===== config.mk =====
export PLATFORM = sky130hd
export DESIGN_NAME = input_capture_period_meter
export DESIGN_NICKNAME = d
export VERILOG_FILES = /design/src/sv/icpm_pkg.sv /design/src/sv/icpm_core.sv /design/src/sv/input_capture_period_meter.sv
export VERILOG_INCLUDE_DIRS = /design/src /design/src/sv
export SDC_FILE = /design/constraint.sdc
export NUM_CORES = 1
export LEC_CHECK = 0
export ABC_CLOCK_PERIOD_IN_PS = 4850
export BUFFER_PORTS_ARGS = -buffer_cell sky130_fd_sc_hd__buf_2
export CAP_MARGIN = 0
export CORE_MARGIN = 2
export CORE_UTILIZATION = 40
export CTS_CLUSTER_SIZE = 14
export DETAILED_ROUTE_END_ITERATION = 16
export HOLD_SLACK_MARGIN = 0.12
export PLACE_DENSITY = 0.67
export RECOVER_POWER = 50
export REMOVE_ABC_BUFFERS = 1
export SETUP_SLACK_MARGIN = 0.1
export SLEW_MARGIN = 20
export SYNTH_ARGS = -nofsm -noshare
export SYNTH_HDL_FRONTEND = slang
export SYNTH_SLANG_ARGS = --single-unit

===== constraint.sdc =====
create_clock -name clk -period 4.85 [get_ports clk]
set_clock_uncertainty 0.2 [all_clocks]
set_input_delay 0.2425 -clock clk [delete_from_list [all_inputs] [get_ports clk]]
set_output_delay 0.2425 -clock clk [all_outputs]
set_load 0.02 [all_outputs]

===== src/sv/assert_macros.svh =====
// Assertion macros shared by the RTL of the period meter.
// No dependencies; included by files that carry concurrent checks.
`ifndef ASSERT_MACROS_SVH
`define ASSERT_MACROS_SVH

// Check a property on the rising clock edge, masked while reset is asserted.
`define ASSERT_CLK(label, prop, msg) \
	label: assert property (@(posedge clk) disable iff (!arst_n) (prop)) else $error(msg);

// Same check, but also active during reset.
`define ASSERT_ALWAYS(label, prop, msg) \
	label: assert property (@(posedge clk) (prop)) else $error(msg);

`endif


===== src/sv/icpm_pkg.sv =====
// Types and constants of the input capture period meter.
// No dependencies; used by icpm_core and input_capture_period_meter.
package icpm_pkg;

	// Event codes carried in the command field
	typedef enum logic [1:0] {
		CMD_OVERFLOW = 2'd0,
		CMD_CAPTURE  = 2'd1,
		CMD_REARM    = 2'd2
	} cmd_t;

	// Measurement phases
	typedef enum logic [1:0] {
		PH_FIRST  = 2'd0,
		PH_SECOND = 2'd1,
		PH_DONE   = 2'd2
	} phase_t;

	localparam int unsigned STAMP_W  = 16;
	localparam int unsigned OVF_W    = 8;
	localparam int unsigned PERIOD_W = 32;
	localparam logic [OVF_W-1:0] OVF_MAX = 8'd255;

	// One input event
	typedef struct packed {
		logic [1:0]         command;
		logic [STAMP_W-1:0] capture_time;
	} evt_t;

	// One result
	typedef struct packed {
		logic [1:0]          capture_phase;
		logic [PERIOD_W-1:0] period_cycles;
		logic                period_ready;
	} res_t;

endpackage


===== src/sv/icpm_core.sv =====
// Measurement state and next-state logic of the period meter.
// Depends on icpm_pkg; instantiated by input_capture_period_meter.
module icpm_core (
	input  logic          clk,
	input  logic          arst_n,
	input  logic          en,
	input  icpm_pkg::evt_t item,
	output icpm_pkg::res_t res
);
	import icpm_pkg::*;

	phase_t               phase_q, phase_d;
	logic [STAMP_W-1:0]   start_q, start_d;
	logic [STAMP_W-1:0]   end_q, end_d;
	logic [OVF_W-1:0]     ovf_q, ovf_d;
	logic [PERIOD_W-1:0]  period_q, period_d;
	logic [PERIOD_W-1:0]  period_calc;
	logic                 ready_d;

	// overflows * 65536 + end - start, wrapping at 32 bits
	assign period_calc = {{(PERIOD_W-OVF_W-STAMP_W){1'b0}}, ovf_q, {STAMP_W{1'b0}}}
		+ {{(PERIOD_W-STAMP_W){1'b0}}, item.capture_time}
		- {{(PERIOD_W-STAMP_W){1'b0}}, start_q};

	// Event decode
	always_comb begin
		phase_d  = phase_q;
		start_d  = start_q;
		end_d    = end_q;
		ovf_d    = ovf_q;
		period_d = period_q;
		ready_d  = 1'b0;
		case (item.command)
			CMD_OVERFLOW: begin
				// counted only while armed, saturating
				if ((phase_q == PH_FIRST || phase_q == PH_SECOND) && ovf_q != OVF_MAX) begin
					ovf_d = ovf_q + 8'd1;
				end
			end
			CMD_CAPTURE: begin
				if (phase_q == PH_FIRST) begin
					start_d = item.capture_time;
					ovf_d   = '0;
					phase_d = PH_SECOND;
				end else if (phase_q == PH_SECOND) begin
					end_d    = item.capture_time;
					period_d = period_calc;
					phase_d  = PH_DONE;
					ready_d  = 1'b1;
				end
			end
			CMD_REARM: begin
				start_d = end_q;
				ovf_d   = '0;
				phase_d = PH_SECOND;
			end
			default: begin
				// unused code: no change
			end
		endcase
	end

	// State registers
	always_ff @(posedge clk or negedge arst_n) begin
		if (!arst_n) begin
			phase_q  <= PH_FIRST;
			start_q  <= '0;
			end_q    <= '0;
			ovf_q    <= '0;
			period_q <= '0;
		end else if (en) begin
			phase_q  <= phase_d;
			start_q  <= start_d;
			end_q    <= end_d;
			ovf_q    <= ovf_d;
			period_q <= period_d;
		end
	end

	assign res.capture_phase = phase_d;
	assign res.period_cycles = period_d;
	assign res.period_ready  = ready_d;

endmodule


===== src/sv/input_capture_period_meter.sv =====
// Top level of the input capture period meter: input register, core, result register.
// Depends on icpm_pkg, icpm_core and assert_macros.svh.
//
// Usage:
//   evt channel (evt_valid / evt_stall / evt) takes one event per transaction:
//   timer overflow, edge capture with its timer stamp, or rearm.
//   res channel (res_valid / res_stall / res) returns exactly one result per
//   event: phase after the event, held period value, and a flag set when the
//   event completed a new period.
//   An accepted transaction is held in the input register, then registered in the result register, before it is on res.
//   Throughput: one event per clock while res_stall is low; the state update is one add/compare pass
//   between the input register and the result register.
//   Stall: while res_stall holds, the result register keeps its transaction and
//   one more event waits in the input register; evt_stall then rises.
//   Reset (arst_n low): phase awaits first edge, stamps, overflow count and
//   period clear to zero, both registers empty.
`include "assert_macros.svh"
module input_capture_period_meter (
	input  logic           clk,
	input  logic           arst_n,
	input  logic           evt_valid,
	output logic           evt_stall,
	input  icpm_pkg::evt_t evt,
	output logic           res_valid,
	input  logic           res_stall,
	output icpm_pkg::res_t res
);
	import icpm_pkg::*;

	logic valid_s1;
	evt_t evt_s1;
	logic advance;
	res_t res_d;
	logic res_valid_q;
	res_t res_q;

	// Stage 1 moves on when the result register is free or being drained
	assign advance   = valid_s1 && (!res_valid_q || !res_stall);
	assign evt_stall = valid_s1 && !advance;

	// Input register
	always_ff @(posedge clk or negedge arst_n) begin
		if (!arst_n) begin
			valid_s1 <= 1'b0;
		end else if (!evt_stall) begin
			valid_s1 <= evt_valid;
		end
	end

	always_ff @(posedge clk) begin
		if (evt_valid && !evt_stall) begin
			evt_s1 <= evt;
		end
	end

	icpm_core u_core (
		.clk    (clk),
		.arst_n (arst_n),
		.en     (advance),
		.item   (evt_s1),
		.res    (res_d)
	);

	// Result register
	always_ff @(posedge clk or negedge arst_n) begin
		if (!arst_n) begin
			res_valid_q <= 1'b0;
		end else if (advance) begin
			res_valid_q <= 1'b1;
		end else if (!res_stall) begin
			res_valid_q <= 1'b0;
		end
	end

	always_ff @(posedge clk) begin
		if (advance) begin
			res_q <= res_d;
		end
	end

	assign res_valid = res_valid_q;
	assign res       = res_q;

	// Checks
	`ASSERT_CLK(a_ready_done, res_valid |-> (!res.period_ready || res.capture_phase == PH_DONE), "period_ready without done phase")
	`ASSERT_ALWAYS(a_stall_full, evt_stall |-> valid_s1, "input stalled with empty stage")
	`ASSERT_CLK(a_advance_out, advance |=> res_valid, "result lost after advance")

endmodule


==> impl_metrics.yaml, run 1 <==
worst_setup_path:
  worst-path-max-fanout: 57
  start_kind: "register"
  source_of_the_critical_timing_path: "evt_s1[16]"
  rrSetupSlack_ns: 1.70
  worst_r2r_startpoint: "evt_s1[16]"
  setup.worst_path.class: "register to register"
  critPathArrivalTime_ns: 3.26
  worstPathRequired_ns: 4.96
  critical_path.endpoint_type: "register"
cells_and_area:
  ff_latch_area_mm2: 0.003493
  final_net_count: 734
  design_area_final_mm2: 0.007332
  antennaDiodeCount: 0
  fillCellCount: 1404
  syn_to_final_growth_pct: 18.41
  multiInputGateArea_mm2: 0.002467
  layout-drive-gt1-share: 0.08857
drt:
  drt-initial-drc-count: 280
  drt-total-wl_mm: 12.57
  drt_pass1_iterations: 7
  detail_route.wl_per_cell_um: 14.15
  detail_route.vias_per_cell: 5.048
  vias: 4483
  final_antenna_violating_net_count: 0
  post-route-drc-count: 0
logic_synthesis:
  synth_commonest_cells: "128 x nand2_1, 76 x dfrtp_1, 56 x o21ai_0"
  ys_ff_latch: 129
  postSynth.asyncResetShare: 0.5891
  postSynth.topFlopCell: "dfrtp_1"
  netlist_area_mm2: 0.006192
  synth.yosys.warnings: 0
  yosys.cell_count.top_type: "nand2_1"
  synth_seq_area_share: 0.5642
  synth.area.top_cells: "dfrtp_1 31%, edfxtp_1 26%, nand2_1 7.8%"
  synth_top_area_share: 0.3071
  avgSynthCellArea_um2: 10.07
  postSynthCellCount: 615
  synth_cell_types: 51
  synth_edf_count: 53
  yosys.area.top_type: "dfrtp_1"
clock_tree:
  clockBufferDepth: 2
  tritoncts.num_buffers: 17
  cts_tree: "built"
  cts-htree-levels: 4
  post_cts_hold_buffer_count: 22
  ctsRootBufferMaster: "clkbuf_16"
  post_cts_repair_setup_buffers: 0
  post_cts_resize_count: 0
  clk-insertion-delay-late_ns: 0.41
  cts.reportedPaths.clkPinSlew_ns: 0.05
  clock_sink_count: 129
grt:
  grt_start_max_net_pins: 58
  grt_overflow_total: 0
  grt_antenna_before_repair: 0
  grt_use_total: 0.1648
  grt_pass1_vias: 4498
  first_pass_grt_wire_length_mm: 21.48
timing:
  rsz0062_at_grt: "no"
  maxClockFrequency_mhz: 317.1
  final_worst_path_period_need_ns: 3.153
  worst_slew_margin_rel: -0.3061
  portion_of_the_clock_cycle_consumed_by_the_worst_path_in_the_final_layout: 0.6502
  worst-slew-pin-transition_ns: 1.959
  totalNegativeSetupSlack_ns: 0
  timing_max_transition_violations_final: 36
  finalSetupViolations: 0
  worst_hold_check_slack_ns: 0.2741
  finalHoldViolations: 0
status:
  failed_checks: "capacitance limit, slew limit"
  status: "finished, violations left"
placed_design:
  globalplace.congestion: 0.8214
  portBuffers: 58
  hpwlAfterDp_mm: 8.850
  placed_standard_cell_area_mm2: 0.006636
power:
  vdd_drop_max_mv: 0.3007
  power.density_mw_per_mm2: 561.8
  power.total_mw: 4.119
  p_leak_nw: 3.230
floorplanning:
  placement_rows: 45
  die-height_um: 128.4
  coreArea_mm2: 0.01515
  die-area_mm2: 0.01649
  floorplan.initialDensity: 0.4088
  pin_count: 59
  die_width_um: 128.4
min_path:
  timing.hold.worst.start: "u_core.end_q[2]"
  min_path_type: "register to register"
flow_run:
  number_of_maximum_capacitance_constraint_violations: 1
## final cells by class
| cell class | instances | share of cell area |
|---|---|---|
| Timing Repair Buffer | 86 | 0.06843 |
| Clock buffer | 19 | 0.05904 |
| Multi-Input combinational cell | 425 | 0.3365 |
| Sequential cell | 129 | 0.4765 |
| Clock inverter | 13 | 0.01314 |
| Inverter | 28 | 0.01433 |
| Tap cell | 188 | 0.03208 |
## sequential cells by signal, summed over array words and instances (netlist names)
name,count
u_core.start_q,16
evt_s1,18
valid_s1,1
u_core.period_q,32
u_core.phase_q,2
res,35
u_core.ovf_q,8
u_core.end_q,16
res_valid,1
## metal layers
metal	part of all wire	track usage	vias up
li1	-	-	2261
met1	0.48	0.2196	2106
met2	0.46	0.2597	97
met3	0.044	0.04324	19
met4	0.016	0.06270	0
met5	0	0	-
## worst max-delay path, stage by stage (launching register included)
cell and delay (ns):
edfxtp_1 0.43, ha_1 0.27, nor2b_1 0.17, nand2_1 0.07, buf_4 0.42, inv_1 0.22
nand2_2 0.44, buf_4 0.46, nor2_1 0.15, a21o_1 0.18
## stage by stage
step,worst slack (ns),instances,util
2_1_floorplan,1.157,582,-
3_3_place_gp,1.875,834,0.4382
3_5_place_dp,1.693,834,0.4382
4_1_cts,1.661,888,0.4877
5_1_grt,1.274,888,0.4841
6_report,1.697,888,0.4841
## layout by cell type, fill, tap and decap left out, drive strengths merged, types with 5 or more instances in the layout
master	Yosys	layout
a21o	15	15
o21ai	65	65
nand2	128	128
ha	24	24
xnor2	12	12
nor2	41	41
nor4	5	5
inv	28	28
nand2b	9	9
nand3	9	9
clkbuf	27	61
buf	6	22
dfrtp	76	76
nand4	6	6
nor3	11	11
a21oi	38	38
dlygate4sd3	0	22
mux2i	17	17
clkinv	0	9
nor2b	6	6
xor2	8	8
edfxtp	53	53
## where the power goes
group          leakage [nW]  switching (mW)  internal [mW]  total [mW]
combinational          1.49           0.807          0.491        1.30
clock                 0.252           0.444          0.691        1.13
sequential             1.49           0.197           1.49        1.69
## final timing paths
kind,to,cells past startpoint
max,u_core.period_q[31],9
min,u_core.end_q[2],2
max reg2reg,u_core.period_q[31],9
min reg2reg,u_core.end_q[2],2
max in group asynchronous,u_core.period_q[12],3
min in group asynchronous,u_core.end_q[6],2
## logic make-up after synthesis
family / Yosys count / share of synthesized area
simple gates: 225 / 0.1598
mux: 17 / 0.02748
xor+xnor: 20 / 0.02829
buf+inv: 61 / 0.03779
fa+ha+maj: 25 / 0.05173
flops: 129 / 0.5642
compound gates: 138 / 0.1307
No activity file was read; power rests on OpenSTA's default activity.
==> run 2: changes to the inputs <==
Settings changed: ABC_CLOCK_PERIOD_IN_PS 4850 to 2600, PLACE_DENSITY 0.67 to 0.69.
Clock period 4.85 ns to 2.6 ns, I/O delays scaled along.
==> run 2 against run 1 <==
- the run ends with setup timing left
- utilization up 6.9 points
- die area unchanged
- worst setup slack worse by 1.7 ns
- count of clock-buffer cells in the layout shrank 2
- largest power group is now combinational cells
- sequential power is 89% higher
- critical path depth did not move
- largest cell class unchanged
- final cell count grew 7.2%
==> impl_metrics.yaml, run 2 (synthesized netlist as in run 1, its figures left out) <==
status:
  status: "finished, violations left"
  failed_checks: "setup timing"
floorplanning:
  die-area_mm2: 0.01649
  die_width_um: 128.4
  placement_rows: 45
  coreArea_mm2: 0.01515
  floorplan.initialDensity: 0.4088
  pin_count: 59
  die-height_um: 128.4
placed_design:
  portBuffers: 58
  post-place-ws_ns: -0.2168
  globalplace.congestion: 0.7951
  hpwlAfterDp_mm: 9.412
  place.detailed.instances: 877
timing:
  portion_of_the_clock_cycle_consumed_by_the_worst_path_in_the_final_layout: 1.007
  worst_slew_margin_rel: 0.3044
  finalSetupViolations: 1
  worst-slew-pin-transition_ns: 1.043
  totalNegativeSetupSlack_ns: -0.01767
  rsz0062_at_grt: "yes"
  final_worst_path_period_need_ns: 2.618
  timing_max_transition_violations_final: 0
  setup_ws_ns: -0.01767
  finalHoldViolations: 0
  maxClockFrequency_mhz: 382.0
min_path:
  min_path_type: "input port to register"
  hold_end: "evt_s1[8]"
  hold-path-cell-count: 2
  timing.hold.worst.start: "evt[8]"
grt:
  grt_antenna_before_repair: 0
  grt_pass1_vias: 4776
  grt_start_max_net_pins: 41
  grt_overflow_total: 0
  first_pass_grt_wire_length_mm: 23.25
  grt_use_total: 0.1792
worst_setup_path:
  critical_path.reg2reg.endpoint: "res[23]"
  worst-path-max-fanout: 4
  setup.worst_path.class: "register to register"
  critPathSlowestCell: "edfxtp_1"
  worst-path-buf-inv: 1
  crit_path_cell_trace: "ha_4 > a21o_4 > a21oi_2 > a211oi_2 > o31a_1 > buf_6 > nor4_4 > xnor2_2 > o21ai_1"
  worstPathRequired_ns: 2.56
  timing.critical_path.max_delay_family: "compound AO/OA/AOI/OAI gates"
  rrSetupSlack_ns: -0.02
  source_of_the_critical_timing_path: "evt_s1[4]"
  critical_path.max_stage_delay_ns: 0.46
  worst_r2r_startpoint: "evt_s1[4]"
  start_kind: "register"
  critical_path.endpoint_type: "register"
  timing.reg2reg.worst_path_depth: 9
  critPathArrivalTime_ns: 2.57
clock_tree:
  clock_sink_count: 129
  cts-htree-levels: 4
  clk-insertion-delay-late_ns: 0.42
  clockBufferDepth: 2
  ctsRootBufferMaster: "clkbuf_16"
  tritoncts.num_buffers: 17
  cts_tree: "built"
  cts.reportedPaths.clkPinSlew_ns: 0.06
drt:
  drt-total-wl_mm: 14.11
  drt-initial-drc-count: 228
  drt_pass1_iterations: 4
  post-route-drc-count: 0
  detail_route.vias_per_cell: 5.075
  vias: 4831
  detail_route.wl_per_cell_um: 14.82
  final_antenna_violating_net_count: 0
cells_and_area:
  layout-drive-gt1-share: 0.2552
  antennaDiodeCount: 0
  fin_util: 0.5536
  mostFrequentLayoutCell: "nand2_1"
  layout.cells.non_filler: 952
  largest_register_ff_count: 35
  most-common-layout-cells: "122 x nand2_1, 75 x dfrtp_1, 55 x buf_4"
  syn_to_final_growth_pct: 35.40
  final_net_count: 798
power:
  p_leak_nw: 3.649
  vdd_drop_max_mv: 0.5608
  power.density_mw_per_mm2: 1073
  power.total_mw: 8.995
flow_run:
  number_of_maximum_capacitance_constraint_violations: 0
==> run 2: power by group <==
part           internal, mW  leakage, nW  switching, mW  total (mW)
clock                  1.52        0.287          0.915        2.43
combinational          1.56         1.88           1.81        3.38
sequential             2.78         1.49          0.407        3.19
total                  5.86         3.65           3.14        9.00
==> run 2: per-stage QoR <==
stage / cell area [µm²] / hold WS [ns]
2_1_floorplan: 6063 / -0.3656
3_3_place_gp: 6997 / -0.1699
3_5_place_dp: 6997 / -0.1655
4_1_cts: 8125 / 0.1995
5_1_grt: 8384 / 0.2069
6_report: 8384 / 0.2176
==> run 2: cell type report <==
type / count / area (µm²)
clock buffers: 17 / 425.4
clock inverters: 15 / 182.7
fillers: 1315 / 6761
inverters: 28 / 105.1
multi-input cells: 425 / 2909
flip-flops and latches: 129 / 3495
well taps: 188 / 235.2
repair buffers: 150 / 1032
==> run 2: worst max-delay path by stage <==
stage,depth (start not counted),endpoint
global placement,11,res[17]
floorplan,7,u_core.period_q[25]
detailed placement,11,res[19]
CTS,11,res[15]
global route,11,res[23]
finish,9,res[23]
==> run 2: per-layer routing <==
layer / vias to the layer above / wire length, µm / global-route usage
li1: 2390 / - / -
met1: 2350 / 6520 / 0.2344
met2: 76 / 6984 / 0.2960
met3: 15 / 397 / 0.04158
met4: 0 / 208 / 0.05882
met5: - / 0 / 0
==> run 2: what timing repair did <==
action / in CTS / in global routing
cloned: 0 / 0
buffers inserted: 7 / 13
pin swaps: 27 / 32
hold endpoints to repair: 97 / 0
endpoints found under the setup margin: 38 / 73
gates resized for setup: 50 / 47
hold buffers: 24 / 0
==> run 3: changes to the inputs <==
Settings changed: ABC_CLOCK_PERIOD_IN_PS 2600 to 3000, CTS_CLUSTER_DIAMETER set to 200, PLACE_DENSITY 0.69 to 0.67.
Clock period 2.6 ns to 3 ns, I/O delays scaled along.
==> run 3 against run 2 <==
- the flow finishes with violations (capacitance limit, slew limit)
- wire length fell by 11%
- final cell count fell by 6.3%
- via count fell by 6.4%
- combinational power fell by 38%
- die area did not move
- worst setup slack improved by 0.21 ns
- global-route usage fell by 1.6 points
- sequential cell count did not move
- critical path depth rose by 1
- critical path type unchanged
- highest routed layer unchanged
==> impl_metrics.yaml, run 3 (synthesized netlist as in run 1, its figures left out) <==
status:
  status: "finished, violations left"
  failed_checks: "capacitance limit, slew limit"
power:
  p_leak_nw: 3.311
  vdd_drop_max_mv: 0.4097
  p_sw_frac: 0.3333
  power.total_mw: 6.978
  total_switching_power_mw: 2.326
  cellInternalPower_mw: 4.652
  power.density_mw_per_mm2: 928.9
  seq_power_share: 0.392
  pwr-share-clk: 0.308
  share_comb_of_total_power: 0.299
clock_tree:
  clockBufferDepth: 2
  cts_tree: "built"
  ctsRootBufferMaster: "clkbuf_16"
  clock_sink_count: 129
  clk-insertion-delay-late_ns: 0.42
  cts-htree-levels: 4
  cts.reportedPaths.clkPinSlew_ns: 0.06
  tritoncts.num_buffers: 17
placed_design:
  globalplace.congestion: 0.7977
  hpwlAfterDp_mm: 8.747
  place.detailed.instances: 837
  post-place-ws_ns: 0.04971
  placed_standard_cell_area_mm2: 0.006684
  portBuffers: 58
cells_and_area:
  syn_to_final_growth_pct: 21.32
  design_area_final_mm2: 0.007512
  fillCellCount: 1380
  layout.cells.non_filler: 892
  most-common-layout-cells: "127 x nand2_1, 76 x dfrtp_1, 56 x o21ai_0"
  antennaDiodeCount: 0
  layout-drive-gt1-share: 0.1151
  largest_register_ff_count: 35
  fin_util: 0.4960
  mostFrequentLayoutCell: "nand2_1"
  final_net_count: 738
floorplanning:
  pin_count: 59
  coreArea_mm2: 0.01515
  die-area_mm2: 0.01649
  die-height_um: 128.4
  die_width_um: 128.4
  placement_rows: 45
  floorplan.initialDensity: 0.4088
drt:
  drt-total-wl_mm: 12.55
  drt-initial-drc-count: 243
  final_antenna_violating_net_count: 0
  post-route-drc-count: 0
  detail_route.vias_per_cell: 5.071
  drt_pass1_iterations: 5
  detail_route.wl_per_cell_um: 14.07
  vias: 4523
timing:
  worst-slew-pin-transition_ns: 1.701
  totalNegativeSetupSlack_ns: 0
  worst_slew_margin_rel: -0.1338
  timing_max_transition_violations_final: 31
  setup_ws_ns: 0.1960
  final_worst_path_period_need_ns: 2.804
  portion_of_the_clock_cycle_consumed_by_the_worst_path_in_the_final_layout: 0.9347
  worst_hold_check_slack_ns: 0.2385
  rsz0062_at_grt: "yes"
  maxClockFrequency_mhz: 356.6
  finalSetupViolations: 0
  finalHoldViolations: 0
worst_setup_path:
  critical_path.endpoint_type: "register"
  setup.worst_path.class: "register to register"
  worstPathRequired_ns: 2.97
  worst-path-max-fanout: 3
  start_kind: "register"
  source_of_the_critical_timing_path: "evt_s1[0]"
  worst_r2r_startpoint: "evt_s1[0]"
  critPathArrivalTime_ns: 2.77
min_path:
  min_path_type: "input port to register"
  timing.hold.worst.start: "evt[12]"
flow_run:
  number_of_maximum_capacitance_constraint_violations: 1
grt:
  grt_start_max_net_pins: 48
  grt_overflow_total: 0
  grt_use_total: 0.1630
  first_pass_grt_wire_length_mm: 21.16
  grt_pass1_vias: 4448
  grt_antenna_before_repair: 0
[run 3: cell count changes in the layout (fill, tap and decap cells not counted), moves of 6 or more]
cell	before	now
a21oi_1	29	35
buf_4	55	7
buf_6	9	0
ha_1	10	21
ha_4	13	1
o21ai_0	45	56
o21ai_1	16	9
[run 3: final timing paths]
| kind | cells past startpoint | endpoint | slack, ns |
|---|---|---|---|
| min reg2reg | 2 | u_core.end_q[11] | 0.27 |
| max reg2reg | 10 | res[17] | 0.20 |
| max in group asynchronous | 3 | u_core.period_q[16] | 0.52 |
| min in group asynchronous | 2 | u_core.start_q[2] | 0.52 |
| min | 2 | evt_s1[12] | 0.24 |
| max | 10 | res[17] | 0.20 |
[run 3: what timing repair did]
item / CTS / global route
hold endpoints to repair: 68 / 0
resized for setup: 1 / 10
endpoints found under the setup margin: 3 / 19
buffers inserted: 0 / 1
hold buffers: 22 / 0
pin swaps: 1 / 9
[run 3: cell type report]
class / count / area, µm² / share of cell area
tap: 188 / 235.2 / 0.03131
multi-input combinational: 425 / 2511 / 0.3343
timing repair buffer: 90 / 546.8 / 0.07278
clock inverter: 11 / 160.2 / 0.02132
clock buffer: 21 / 460.4 / 0.06129
sequential: 129 / 3493 / 0.4650
inverter: 28 / 105.1 / 0.01399
[run 3: power by group through the flow]
| stage | Combinational, mW | Sequential (mW) | Clock, mW |
|---|---|---|---|
| floorplan | 1.42 | 2.81 | 0 |
| global placement | 2.00 | 2.73 | 0 |
| detailed placement | 2.05 | 2.76 | 0 |
| CTS | 2.09 | 2.73 | 2.19 |
| global route | 2.38 | 2.81 | 2.27 |
| finish | 2.09 | 2.74 | 2.15 |
[run 3: worst max-delay path, cell delays in order, from the launching register on]
cell,delay (ns)
edfxtp_1,0.37
inv_2,0.07
ha_4,0.16
fa_2,0.41
nor2b_2,0.16
o2111ai_2,0.20
a211oi_2,0.26
o31a_1,0.34
nor3_2,0.09
xnor2_1,0.20
o21ai_1,0.09
[run 3: layer usage]
metal  up-vias  share of wire  track usage
li1       2261              -            -
met1      2144           0.48       0.2149
met2        94           0.46       0.2584
met3        24          0.037      0.03825
met4         0          0.022      0.07175
met5         -              0            0
